$ cat src/rtl/srsw_pkg.sv
// Shared types and constants for the sine row shift warp block.
`default_nettype none

package srsw_pkg;

    // Pixel and shift widths
    localparam int PIX_W = 24;
    localparam int SHIFT_W = 6;
    localparam logic [SHIFT_W-1:0] SHIFT_MAX = 6'd63;

    // Sine table format: Q0.15 magnitudes
    localparam int SINE_W = 15;
    localparam logic [SINE_W-1:0] SINE_PEAK = 15'd32767;

    // Fixed-point constants: 2^32/(200*pi) and pi in Q30
    localparam logic [22:0] CENTIRAD_Q32 = 23'd6835653;
    localparam logic [63:0] PI_Q30 = 64'd3373259426;
    localparam logic [63:0] TAYLOR_DEN [5] = '{64'd6, 64'd20, 64'd42, 64'd72, 64'd110};

    // Configuration port
    localparam int CFG_INDEX_W = 2;
    localparam int CFG_DATA_W = 8;
    localparam logic [CFG_INDEX_W-1:0] CFG_AMPLITUDE = 2'd0;
    localparam logic [CFG_INDEX_W-1:0] CFG_PHASE_STEP = 2'd1;
    localparam logic [SHIFT_W-1:0] AMP_RESET = 6'd10;

    // Queue between front and back
    localparam int QUEUE_DEPTH = 4;

    // Classified pixel item handed from front to back
    typedef struct packed {
        logic [PIX_W-1:0]   pix;
        logic [SHIFT_W-1:0] col_sat;     // column, saturated at SHIFT_MAX
        logic               row_end;     // includes forced split on long rows
        logic               frame_start;
    } item_t;

    // Configuration write
    typedef struct packed {
        logic                   valid;
        logic [CFG_INDEX_W-1:0] index;
        logic [CFG_DATA_W-1:0]  data;
    } cfg_wr_t;

    typedef enum logic {
        BK_RUN,
        BK_TABLE
    } back_state_t;

endpackage

`default_nettype wire

$ cat src/rtl/sine_row_shift_warp.sv
// Top level of the horizontal sine wave row shift warp.
//
// Pixels enter on the s_ stream in raster order: tdata carries red, green,
// blue; tlast marks the last pixel of a row; tuser marks the first pixel of
// a frame and restarts the phase. Each row is moved sideways by
// s = trunc(amplitude * sin(phase)); the phase advances by phase_step/100
// radians per row. Warped pixels leave on the m_ stream, tlast marking the
// last pixel of a row and tuser the last pixel caused by one input item.
// Registers are to be written through cfg_valid/cfg_index/cfg_data only
// while idle; the block does not enforce this. cfg_ready is always high.
// Throughput: one pixel per cycle inside a row unless the output stalls. The
// first pixel of each row waits for the sine table read and the amplitude
// multiply. A row end with s >= 0 flushes min(s, column) + 1 pixels, one per
// cycle unless the output stalls. With the queue empty, an input item passes
// through a queue slot and the output register on its way out; a four-entry
// queue lets the input side keep running during the row start lookup and the
// flush bursts. A stalled receiver holds the output register and backs up
// through the queue to s_tready. Reset clears columns, phase and all valid
// flags; amplitude resets to 10 and phase_step to 0.
`default_nettype none

module sine_row_shift_warp #(
    parameter int WINDOW_DEPTH     = 64,
    parameter int PHASE_BITS       = 24,
    parameter int SINE_TABLE_DEPTH = 256,
    parameter int MAX_ROW_WIDTH    = 4096
) (
    input  wire logic                             clk,
    input  wire logic                             rst_n,
    // red [7:0], green [15:8], blue [23:16]
    input  wire logic [srsw_pkg::PIX_W-1:0]       s_tdata,
    input  wire logic                             s_tvalid,
    output logic                                  s_tready,
    input  wire logic                             s_tlast,
    // frame_start [0]
    input  wire logic                             s_tuser,
    // out_red [7:0], out_green [15:8], out_blue [23:16]
    output logic [srsw_pkg::PIX_W-1:0]            m_tdata,
    output logic                                  m_tvalid,
    input  wire logic                             m_tready,
    output logic                                  m_tlast,
    // burst_last [0]
    output logic                                  m_tuser,
    input  wire logic                             cfg_valid,
    output logic                                  cfg_ready,
    input  wire logic [srsw_pkg::CFG_INDEX_W-1:0] cfg_index,
    input  wire logic [srsw_pkg::CFG_DATA_W-1:0]  cfg_data
);

    srsw_pkg::item_t   push_item;
    srsw_pkg::item_t   head_item;
    srsw_pkg::cfg_wr_t cfg;
    logic              q_ready;
    logic              q_push;
    logic              q_valid;
    logic              q_pop;

    // Configuration writes are taken at once
    assign cfg_ready = 1'b1;
    always_comb
    begin
        cfg.valid = cfg_valid;
        cfg.index = cfg_index;
        cfg.data  = cfg_data;
    end

    srsw_front #(
        .MAX_ROW_WIDTH (MAX_ROW_WIDTH)
    ) u_front (
        .clk      (clk),
        .rst_n    (rst_n),
        .s_tvalid (s_tvalid),
        .s_tready (s_tready),
        .s_tdata  (s_tdata),
        .s_tlast  (s_tlast),
        .s_tuser  (s_tuser),
        .q_ready  (q_ready),
        .q_push   (q_push),
        .q_item   (push_item)
    );

    srsw_queue u_queue (
        .clk       (clk),
        .rst_n     (rst_n),
        .push      (q_push),
        .push_item (push_item),
        .ready     (q_ready),
        .valid     (q_valid),
        .head      (head_item),
        .pop       (q_pop)
    );

    srsw_back #(
        .WINDOW_DEPTH     (WINDOW_DEPTH),
        .PHASE_BITS       (PHASE_BITS),
        .SINE_TABLE_DEPTH (SINE_TABLE_DEPTH)
    ) u_back (
        .clk      (clk),
        .rst_n    (rst_n),
        .cfg      (cfg),
        .q_valid  (q_valid),
        .q_item   (head_item),
        .q_pop    (q_pop),
        .m_tvalid (m_tvalid),
        .m_tready (m_tready),
        .m_tdata  (m_tdata),
        .m_tlast  (m_tlast),
        .m_tuser  (m_tuser)
    );

endmodule

`default_nettype wire

$ cat src/rtl/srsw_ram.sv
// Generic single-write, single-read RAM with registered read data.
`default_nettype none

module srsw_ram #(
    parameter int WIDTH = 24,
    parameter int DEPTH = 64
) (
    input  wire logic                     clk,
    input  wire logic                     we,
    input  wire logic [$clog2(DEPTH)-1:0] waddr,
    input  wire logic [WIDTH-1:0]         wdata,
    input  wire logic                     re,
    input  wire logic [$clog2(DEPTH)-1:0] raddr,
    output logic      [WIDTH-1:0]         rdata
);

    logic [WIDTH-1:0] mem [DEPTH];

    // Write port
    always_ff @(posedge clk)
    begin
        if (we)
        begin
            mem[waddr] <= wdata;
        end
    end

    // Read port, data holds while re is low
    always_ff @(posedge clk)
    begin
        if (re)
        begin
            rdata <= mem[raddr];
        end
    end

endmodule

`default_nettype wire

$ cat src/rtl/srsw_front.sv
// Front end: accepts pixels, tracks the input column and classifies each item.
`default_nettype none

module srsw_front #(
    parameter int MAX_ROW_WIDTH = 4096
) (
    input  wire logic                        clk,
    input  wire logic                        rst_n,
    input  wire logic                        s_tvalid,
    output logic                             s_tready,
    input  wire logic [srsw_pkg::PIX_W-1:0]  s_tdata,
    input  wire logic                        s_tlast,
    input  wire logic                        s_tuser,
    input  wire logic                        q_ready,
    output logic                             q_push,
    output srsw_pkg::item_t                  q_item
);

    localparam int COL_W = $clog2(MAX_ROW_WIDTH);
    localparam int CMP_W = (COL_W > srsw_pkg::SHIFT_W) ? COL_W : srsw_pkg::SHIFT_W;

    logic [COL_W-1:0] col_reg;
    logic [COL_W-1:0] col;
    logic [CMP_W-1:0] col_x;
    logic             row_end;

    assign s_tready = q_ready;
    assign q_push   = s_tvalid && q_ready;

    // Column of this item; frame start restarts the row
    always_comb
    begin
        col     = s_tuser ? '0 : col_reg;
        col_x   = CMP_W'(col);
        row_end = s_tlast || (col >= COL_W'(MAX_ROW_WIDTH - 1));
    end

    // Classified item
    always_comb
    begin
        q_item.pix         = s_tdata;
        q_item.row_end     = row_end;
        q_item.frame_start = s_tuser;
        q_item.col_sat     = (col_x > CMP_W'(srsw_pkg::SHIFT_MAX)) ?
                             srsw_pkg::SHIFT_MAX : srsw_pkg::SHIFT_W'(col_x);
    end

    // Column counter
    always_ff @(posedge clk or negedge rst_n)
    begin
        if (!rst_n)
        begin
            col_reg <= '0;
        end
        else if (q_push)
        begin
            col_reg <= row_end ? '0 : COL_W'(col + 1'b1);
        end
    end

endmodule

`default_nettype wire

$ cat src/rtl/srsw_queue.sv
// Short FIFO of classified items between front and back.
`default_nettype none

module srsw_queue (
    input  wire logic            clk,
    input  wire logic            rst_n,
    input  wire logic            push,
    input  wire srsw_pkg::item_t push_item,
    output logic                 ready,
    output logic                 valid,
    output srsw_pkg::item_t      head,
    input  wire logic            pop
);

    localparam int DEPTH = srsw_pkg::QUEUE_DEPTH;
    localparam int PTR_W = $clog2(DEPTH);
    localparam int CNT_W = $clog2(DEPTH + 1);

    srsw_pkg::item_t  slots [DEPTH];
    logic [PTR_W-1:0] wr_ptr_reg;
    logic [PTR_W-1:0] rd_ptr_reg;
    logic [CNT_W-1:0] count_reg;

    assign ready = (count_reg != CNT_W'(DEPTH));
    assign valid = (count_reg != '0);
    assign head  = slots[rd_ptr_reg];

    // Pointers and fill count
    always_ff @(posedge clk or negedge rst_n)
    begin
        if (!rst_n)
        begin
            wr_ptr_reg <= '0;
            rd_ptr_reg <= '0;
            count_reg  <= '0;
        end
        else
        begin
            if (push)
            begin
                wr_ptr_reg <= (wr_ptr_reg == PTR_W'(DEPTH - 1)) ? '0 : PTR_W'(wr_ptr_reg + 1'b1);
            end
            if (pop)
            begin
                rd_ptr_reg <= (rd_ptr_reg == PTR_W'(DEPTH - 1)) ? '0 : PTR_W'(rd_ptr_reg + 1'b1);
            end
            if (push && !pop)
            begin
                count_reg <= CNT_W'(count_reg + 1'b1);
            end
            else if (pop && !push)
            begin
                count_reg <= CNT_W'(count_reg - 1'b1);
            end
        end
    end

    // Storage
    always_ff @(posedge clk)
    begin
        if (push)
        begin
            slots[wr_ptr_reg] <= push_item;
        end
    end

endmodule

`default_nettype wire

$ cat src/rtl/srsw_back.sv
// Back end: row shift lookup, pixel window and output burst generation.
`default_nettype none

module srsw_back #(
    parameter int WINDOW_DEPTH     = 64,
    parameter int PHASE_BITS       = 24,
    parameter int SINE_TABLE_DEPTH = 256
) (
    input  wire logic                        clk,
    input  wire logic                        rst_n,
    input  wire srsw_pkg::cfg_wr_t           cfg,
    input  wire logic                        q_valid,
    input  wire srsw_pkg::item_t             q_item,
    output logic                             q_pop,
    output logic                             m_tvalid,
    input  wire logic                        m_tready,
    output logic [srsw_pkg::PIX_W-1:0]       m_tdata,
    output logic                             m_tlast,
    output logic                             m_tuser
);

    localparam int IDX_W  = $clog2(WINDOW_DEPTH);
    localparam int TAB_W  = $clog2(SINE_TABLE_DEPTH);
    localparam int SH     = 32 - PHASE_BITS;
    localparam int AW2    = ((IDX_W > srsw_pkg::SHIFT_W) ? IDX_W : srsw_pkg::SHIFT_W) + 1;
    localparam int LEN_W  = srsw_pkg::SHIFT_W + 1;
    localparam int SW     = srsw_pkg::SHIFT_W;
    localparam int PROD_W = srsw_pkg::SHIFT_W + srsw_pkg::SINE_W;
    localparam logic [31:0] HALF = (32'd1 << SH) >> 1;
    localparam logic [SW-1:0] SHIFT_LIM = (WINDOW_DEPTH - 1 < 63) ?
                                          SW'(WINDOW_DEPTH - 1) : srsw_pkg::SHIFT_MAX;

    typedef logic [srsw_pkg::SINE_W-1:0] tab_arr_t [SINE_TABLE_DEPTH];

    // Quarter-wave entry from an integer Taylor series to x^11 in Q30
    function automatic logic [srsw_pkg::SINE_W-1:0] sine_entry(input int unsigned k);
        logic [63:0] x;
        logic [63:0] x2;
        logic [63:0] t;
        logic [63:0] sum;
        logic [63:0] v;
        int          n;
        x   = (64'(k) * srsw_pkg::PI_Q30 + 64'(SINE_TABLE_DEPTH)) >> (TAB_W + 1);
        x2  = (x * x) >> 30;
        t   = x;
        sum = x;
        for (n = 0; n < 5; n++)
        begin
            t = ((t * x2) >> 30) / srsw_pkg::TAYLOR_DEN[n];
            if (n % 2 == 0)
            begin
                sum = sum - t;
            end
            else
            begin
                sum = sum + t;
            end
        end
        v = (sum + 64'd16384) >> 15;
        if (v > 64'(srsw_pkg::SINE_PEAK))
        begin
            v = 64'(srsw_pkg::SINE_PEAK);
        end
        return srsw_pkg::SINE_W'(v);
    endfunction

    function automatic tab_arr_t build_tab();
        tab_arr_t tab;
        for (int k = 0; k < SINE_TABLE_DEPTH; k++)
        begin
            tab[k] = sine_entry(k);
        end
        return tab;
    endfunction

    localparam tab_arr_t SINE_TAB = build_tab();

    // Configuration and phase state
    logic [SW-1:0]          amp_reg;
    logic [7:0]             step_reg;
    logic [PHASE_BITS-1:0]  inc_reg;
    logic [PHASE_BITS-1:0]  phase_reg;
    logic [30:0]            inc_prod;
    logic [31:0]            inc_round;

    // Back end control
    srsw_pkg::back_state_t  state_reg;
    srsw_pkg::back_state_t  state_next;
    logic                   shift_done_reg;
    logic                   shift_neg_reg;
    logic [SW-1:0]          shift_mag_reg;
    logic [LEN_W-1:0]       emit_idx_reg;
    logic [IDX_W-1:0]       wptr_reg;

    // Table lookup pipeline
    logic [1:0]                    quad_reg;
    logic                          fzero_reg;
    logic [srsw_pkg::SINE_W-1:0]   tab_q_reg;
    logic [PHASE_BITS-1:0]         phase_use;
    logic [1:0]                    quad;
    logic [TAB_W-1:0]              frac;
    logic [TAB_W-1:0]              rom_addr;
    logic [srsw_pkg::SINE_W-1:0]   mag;
    logic [PROD_W-1:0]             amp_prod;
    logic [SW-1:0]                 shift_raw;
    logic [SW-1:0]                 shift_lim;

    // Output register
    logic                          out_valid_reg;
    logic                          out_last_reg;
    logic                          out_row_end_reg;
    logic                          sel_ram_reg;
    logic [srsw_pkg::PIX_W-1:0]    out_pix_reg;
    logic [srsw_pkg::PIX_W-1:0]    ram_rdata;

    // Per-item decode
    logic                          row_start;
    logic                          need_shift;
    logic                          go;
    logic                          slot_free;
    logic                          issue;
    logic                          emit_last;
    logic                          use_ram;
    logic                          ram_re;
    logic [LEN_W-1:0]              burst_len;
    logic [IDX_W-1:0]              wr_addr;
    logic [IDX_W-1:0]              wr_addr_inc;
    logic [IDX_W-1:0]              raddr;
    logic [AW2-1:0]                wa_x;
    logic [AW2-1:0]                sm_x;

    // Per-row phase increment, rounded
    always_comb
    begin
        inc_prod  = 31'(step_reg) * 31'(srsw_pkg::CENTIRAD_Q32);
        inc_round = 32'(inc_prod) + HALF;
    end

    // Sine table address from the phase at row start
    always_comb
    begin
        phase_use = q_item.frame_start ? '0 : phase_reg;
        quad      = phase_use[PHASE_BITS-1 -: 2];
        frac      = phase_use[PHASE_BITS-3 -: TAB_W];
        rom_addr  = quad[0] ? TAB_W'(TAB_W'(0) - frac) : frac;
    end

    // Shift magnitude from table value and amplitude
    always_comb
    begin
        mag       = (quad_reg[0] && fzero_reg) ? srsw_pkg::SINE_PEAK : tab_q_reg;
        amp_prod  = PROD_W'(amp_reg) * PROD_W'(mag);
        shift_raw = amp_prod[PROD_W-1 -: SW];
        shift_lim = (shift_raw > SHIFT_LIM) ? SHIFT_LIM : shift_raw;
    end

    // Burst length and window addressing for the head item
    always_comb
    begin
        row_start  = (q_item.col_sat == '0);
        need_shift = row_start && !shift_done_reg;
        go         = (state_reg == srsw_pkg::BK_RUN) && q_valid && !need_shift;
        slot_free  = !out_valid_reg || m_tready;

        if (shift_neg_reg)
        begin
            burst_len = LEN_W'(1);
        end
        else if (q_item.row_end)
        begin
            burst_len = LEN_W'(((q_item.col_sat < shift_mag_reg) ?
                                q_item.col_sat : shift_mag_reg)) + LEN_W'(1);
        end
        else
        begin
            burst_len = (q_item.col_sat >= shift_mag_reg) ? LEN_W'(1) : '0;
        end

        emit_last = (LEN_W'(emit_idx_reg + 1'b1) == burst_len);
        issue     = go && (burst_len != '0) && slot_free;
        q_pop     = go && ((burst_len == '0) || (slot_free && emit_last));

        wr_addr     = row_start ? '0 : wptr_reg;
        wr_addr_inc = (wr_addr == IDX_W'(WINDOW_DEPTH - 1)) ? '0 : IDX_W'(wr_addr + 1'b1);

        // Negative shift reads history; left clamp lands on column 0
        use_ram = shift_neg_reg && (q_item.col_sat != '0);
        wa_x    = AW2'(wr_addr);
        sm_x    = AW2'(shift_mag_reg);
        if (q_item.col_sat <= shift_mag_reg)
        begin
            raddr = '0;
        end
        else if (wa_x >= sm_x)
        begin
            raddr = IDX_W'(wa_x - sm_x);
        end
        else
        begin
            raddr = IDX_W'(wa_x + AW2'(WINDOW_DEPTH) - sm_x);
        end
        ram_re = issue && use_ram;
    end

    // Next state
    always_comb
    begin
        state_next = state_reg;
        case (state_reg)
            srsw_pkg::BK_RUN:
            begin
                if (q_valid && need_shift)
                begin
                    state_next = srsw_pkg::BK_TABLE;
                end
            end
            srsw_pkg::BK_TABLE:
            begin
                state_next = srsw_pkg::BK_RUN;
            end
            default:
            begin
                state_next = srsw_pkg::BK_RUN;
            end
        endcase
    end

    always_ff @(posedge clk or negedge rst_n)
    begin
        if (!rst_n)
        begin
            state_reg <= srsw_pkg::BK_RUN;
        end
        else
        begin
            state_reg <= state_next;
        end
    end

    // Configuration registers and increment
    always_ff @(posedge clk or negedge rst_n)
    begin
        if (!rst_n)
        begin
            amp_reg  <= srsw_pkg::AMP_RESET;
            step_reg <= '0;
            inc_reg  <= '0;
        end
        else
        begin
            inc_reg <= PHASE_BITS'(inc_round >> SH);
            if (cfg.valid)
            begin
                case (cfg.index)
                    srsw_pkg::CFG_AMPLITUDE:  amp_reg  <= cfg.data[SW-1:0];
                    srsw_pkg::CFG_PHASE_STEP: step_reg <= cfg.data;
                    default:                  ;
                endcase
            end
        end
    end

    // Row, phase and burst control
    always_ff @(posedge clk or negedge rst_n)
    begin
        if (!rst_n)
        begin
            phase_reg      <= '0;
            shift_done_reg <= 1'b0;
            shift_neg_reg  <= 1'b0;
            shift_mag_reg  <= '0;
            emit_idx_reg   <= '0;
            wptr_reg       <= '0;
            out_valid_reg  <= 1'b0;
        end
        else
        begin
            if ((state_reg == srsw_pkg::BK_RUN) && q_valid && need_shift)
            begin
                phase_reg <= phase_use;
            end
            if (state_reg == srsw_pkg::BK_TABLE)
            begin
                shift_mag_reg  <= shift_lim;
                shift_neg_reg  <= quad_reg[1] && (shift_lim != '0);
                shift_done_reg <= 1'b1;
            end
            if (q_pop)
            begin
                emit_idx_reg   <= '0;
                shift_done_reg <= 1'b0;
                wptr_reg       <= wr_addr_inc;
                if (q_item.row_end)
                begin
                    phase_reg <= PHASE_BITS'(phase_reg + inc_reg);
                end
            end
            else if (issue)
            begin
                emit_idx_reg <= LEN_W'(emit_idx_reg + 1'b1);
            end
            if (issue)
            begin
                out_valid_reg <= 1'b1;
            end
            else if (m_tready)
            begin
                out_valid_reg <= 1'b0;
            end
        end
    end

    // Table read and output payload
    always_ff @(posedge clk)
    begin
        if ((state_reg == srsw_pkg::BK_RUN) && q_valid && need_shift)
        begin
            quad_reg  <= quad;
            fzero_reg <= (frac == '0);
            tab_q_reg <= SINE_TAB[rom_addr];
        end
        if (issue)
        begin
            out_pix_reg     <= q_item.pix;
            sel_ram_reg     <= use_ram;
            out_last_reg    <= emit_last;
            out_row_end_reg <= q_item.row_end && emit_last;
        end
    end

    // Pixel window
    srsw_ram #(
        .WIDTH (srsw_pkg::PIX_W),
        .DEPTH (WINDOW_DEPTH)
    ) u_window (
        .clk   (clk),
        .we    (go),
        .waddr (wr_addr),
        .wdata (q_item.pix),
        .re    (ram_re),
        .raddr (raddr),
        .rdata (ram_rdata)
    );

    assign m_tvalid = out_valid_reg;
    assign m_tdata  = sel_ram_reg ? ram_rdata : out_pix_reg;
    assign m_tlast  = out_row_end_reg;
    assign m_tuser  = out_last_reg;

    // Checks
    a_pop_has_item: assert property (@(posedge clk) disable iff (!rst_n)
        q_pop |-> q_valid)
        else $error("item popped from empty queue");

    a_table_one_cycle: assert property (@(posedge clk) disable iff (!rst_n)
        (state_reg == srsw_pkg::BK_TABLE) |=> (state_reg == srsw_pkg::BK_RUN) && shift_done_reg)
        else $error("shift lookup did not complete");

    a_neg_single: assert property (@(posedge clk) disable iff (!rst_n)
        (issue && shift_neg_reg) |-> emit_last)
        else $error("negative shift produced more than one pixel");

    a_no_collision: assert property (@(posedge clk) disable iff (!rst_n)
        ram_re |-> (raddr != wr_addr))
        else $error("window read hits the entry being written");

    a_burst_bound: assert property (@(posedge clk) disable iff (!rst_n)
        emit_idx_reg <= LEN_W'(srsw_pkg::SHIFT_MAX))
        else $error("burst index out of range");

endmodule

`default_nettype wire
$ cat config.mk
export PLATFORM = sky130hd
export DESIGN_NAME = sine_row_shift_warp
export DESIGN_NICKNAME = d
export VERILOG_FILES = /design/src/rtl/srsw_pkg.sv /design/src/rtl/sine_row_shift_warp.sv /design/src/rtl/srsw_ram.sv /design/src/rtl/srsw_front.sv /design/src/rtl/srsw_queue.sv /design/src/rtl/srsw_back.sv
export SDC_FILE = /design/constraint.sdc
export NUM_CORES = 2
export LEC_CHECK = 0
export BUFFER_PORTS_ARGS = -buffer_cell sky130_fd_sc_hd__buf_4
export CAP_MARGIN = 10
export CORE_ASPECT_RATIO = 0.75
export CORE_MARGIN = 2
export CORE_UTILIZATION = 40
export DETAILED_ROUTE_END_ITERATION = 7
export GPL_TIMING_DRIVEN = 1
export SLEW_MARGIN = 20
export SYNTH_ARGS = -nofsm -noshare
export SYNTH_HDL_FRONTEND = slang
export SYNTH_HIERARCHICAL = 1
export SYNTH_SLANG_ARGS = --single-unit
$ cat constraint.sdc
create_clock -name clk -period 6.55 [get_ports clk]
set_input_delay 0.3275 -clock clk [delete_from_list [all_inputs] [get_ports clk]]
set_output_delay 0.3275 -clock clk [all_outputs]
set_load 0.05 [all_outputs]
==> reports/results.ini <==
[status]
outcome = finished, final reports clean

[worst_setup_path]
critPathTopFamily = simple AND/OR/NAND/NOR gates
worstReg2RegEnd = u_back/u_window/rdata[17]
critPathMaxStageDelay_ps = 700
crit_path_end_kind = flop
cp_slowest_cell = mux4_1
cp_cell_sequence = mux4_1 -> nor4_1 -> nand2_1 -> and2_1 -> ha_1 -> a21o_1 -> a21o_1 -> xnor2_1 -> nor2_4 -> buf_4 -> buf_4 -> mux4_2 -> o22ai_1 -> or3_1 -> o21ai_0
crit_type = flop to flop
r2r_slack_ps = 600
start_kind = flop
r2r_cells = 15
r2r_start = u_queue/rd_ptr_reg[0]
crit_path_max_fanout = 30
crit_buf_inv = 2
cp.arrival_ps = 6480
worstPathRequired_ps = 7080

[place]
place_inst = 7506
gp_congestion = 0.957
port_buffers = 68
dp_hpwl_um = 135000

[synth]
synthXorXnorAreaFrac_pct = 0.834
synth-seq-cells = 1837
syn-cell-area_um2 = 81800
yosysSeqAreaShare_pct = 66.8
synth_edf_count = 1733
synth_cell_types = 99
async_reset_ff_share_pct = 5.66
synth_fa_ha_area_share_pct = 4.71
yosysWarnings = 6
avgSynthCellArea_um2 = 16.9
synth_mux_area_share_pct = 13.5
synth_top_family_by_area = multiplexers
yosys.area_share.simple_pct = 4.82
syn_inst = 4846
ys.flop_type = edfxtp_1
synthesis.nets = 5144
synth_compound_area_share_pct = 6.49

[global_route]
use_met2_pct = 30.2
grt_max_degree = 87
antenna_found_initial = 3
grtUsageMet3_pct = 3.41
grt_busiest_layer = met1
grt_pass1_wl_um = 314000
grt_usage_pct = 20.3
grt.met1_usage_pct = 31.4
grt_pass1_vias = 45800
grt_overflow = 0

[timing]
tns_ps = 0
rsz0062_at_grt = false
slew_viol_final = 0
hold_ws_ps = 106
min_period_ps = 5950
max_freq_mhz = 168
worst_pin_slew_ps = 1010
layout_worst_path_cycle_share_pct = 90.9
skew_ps = 69.5
hold_viol_final = 0
slew_headroom_pct = 32.7
final-setup-viol-count = 0

[floorplan]
row_count = 143
fp.dieW_um = 526
io_pins = 70
die-area_um2 = 208000
die_y_um = 396
core-area_um2 = 203000
initial_core_util_pct = 40.3

[route]
wirelength_um = 212000
num_vias = 45900
wl_per_cell_um = 27.0
drt-initial-drc-count = 5344
via_per_inst = 5.83
post-route-drc-count = 0
postRouteAntennaNets = 0
first_pass_iters = 7

[cells_and_area]
syn_to_final_growth_pct = 13.0
top_register = u_back/u_window/mem
nets = 5342
instances_no_fill = 7870
fill_cells = 17500
utilization_pct = 45.5
final_common_cell = edfxtp_1
largest_reg_flops = 1536
final_cell_mix = 1733 x edfxtp_1, 385 x mux4_2, 258 x buf_4
drive_above_1_share_pct = 21.9
reg_top3 = u_back/u_window/mem (1536), u_queue/slots (128)

[min_path]
hp-class = input port to async pin

[clock_tree]
clock_sinks = 1837
ctsLongestPathBuffers = 3
root_buffer = clkbuf_16
cts.clk_slew.worst_paths_ps = 60
numCtsBuffers = 176
tritoncts = done
htreeDepth = 4
clkLatencyLatePin_ps = 820

[flow_run]
cap_viol_max_count = 0

==> per-layer routing <==
metal  vias to the layer above  routed length [um]
met5                         -                   0
met4                         0                3410
met3                       242               16500
met2                      1759               94800
met1                     24200               97700
li1                      19700                   -
==> worst register-to-register path: stages (launching register included) <==
cell and delay (ps):
dfrtp_2 500, mux4_1 700, nor4_1 480, nand2_1 400
and2_1 480, ha_1 350, a21o_1 170, a21o_1 190
xnor2_1 150, nor2_4 570, buf_4 570, buf_4 330
mux4_2 350, o22ai_1 190, or3_1 140, o21ai_0 80
==> per-stage QoR <==
stage                     setup slack (ps)  instance area, um2
after floorplan                        492               81800
after global placement                 683               86100
after detailed placement               649               86100
after CTS                              640               92300
after global routing                   248               92400
final                                  598               92400
==> cells in the mapped netlist (60+ instances only) <==
library cell	count	area share, %
mux2_2	98	1.3
nor2_1	231	1.1
nand3_1	81	0.50
clkbuf_1	116	0.53
nand2_1	179	0.82
buf_2	83	0.51
inv_1	179	0.82
mux2i_1	113	1.4
edfxtp_1	1733	64
o22ai_1	60	0.46
a221oi_1	66	0.71
nor2b_1	91	0.70
o21ai_0	140	0.86
mux4_2	385	11
a21oi_1	144	0.88
dfrtp_1	102	3.1
ha_1	172	2.6
buf_4	63	0.58
fa_1	85	2.1
==> worst max path at each step <==
stage / from / to / slack [ps] / cells past startpoint
2_1_floorplan: u_queue/rd_ptr_reg[0] / u_back/u_window/rdata[0] / 490 / 19
3_3_place_gp: u_queue/rd_ptr_reg[0] / u_queue/count_reg[1] / 680 / 19
3_5_place_dp: u_queue/rd_ptr_reg[0] / u_queue/count_reg[1] / 650 / 19
4_1_cts: u_queue/rd_ptr_reg[0] / u_queue/count_reg[1] / 640 / 19
5_1_grt: u_queue/rd_ptr_reg[0] / u_queue/count_reg[1] / 250 / 19
6_report: u_queue/rd_ptr_reg[0] / u_back/u_window/rdata[17] / 600 / 15
==> area by class of cell <==
cell class                      count  area [um2]  area share [%]
Tap cell                         2682        3360            3.63
Antenna cell                        1        2.50         0.00271
Clock inverter                    112        1190            1.29
Sequential cell                  1837       54600            59.1
Clock buffer                      209        4580            4.96
Multi-Input combinational cell   2522       25100            27.1
Timing Repair Buffer              321        2850            3.08
Inverter                          186         698           0.756
==> logic make-up (layout without fill, tap and decap cells) <==
kind of cell | after synthesis | after routing
multiplexers | 600 | 600
buffers and inverters | 487 | 828
flip-flops | 1837 | 1837
XOR/XNOR | 77 | 77
other | 1 | 2
adder cells (fa/ha/maj) | 257 | 257
AND/OR/NAND/NOR | 808 | 808
AO/OA/AOI/OAI | 779 | 779
==> repair_timing <==
item	4_1_cts	5_1_grt
hold endpoints to repair	161	0
hold buffers	38	0
resized for setup	0	0
buffers inserted	0	0
endpoints found under the setup margin	0	0
Power is not shown: default switching activity piles up to over one toggle a cycle in this logic, so the estimate is an artifact.
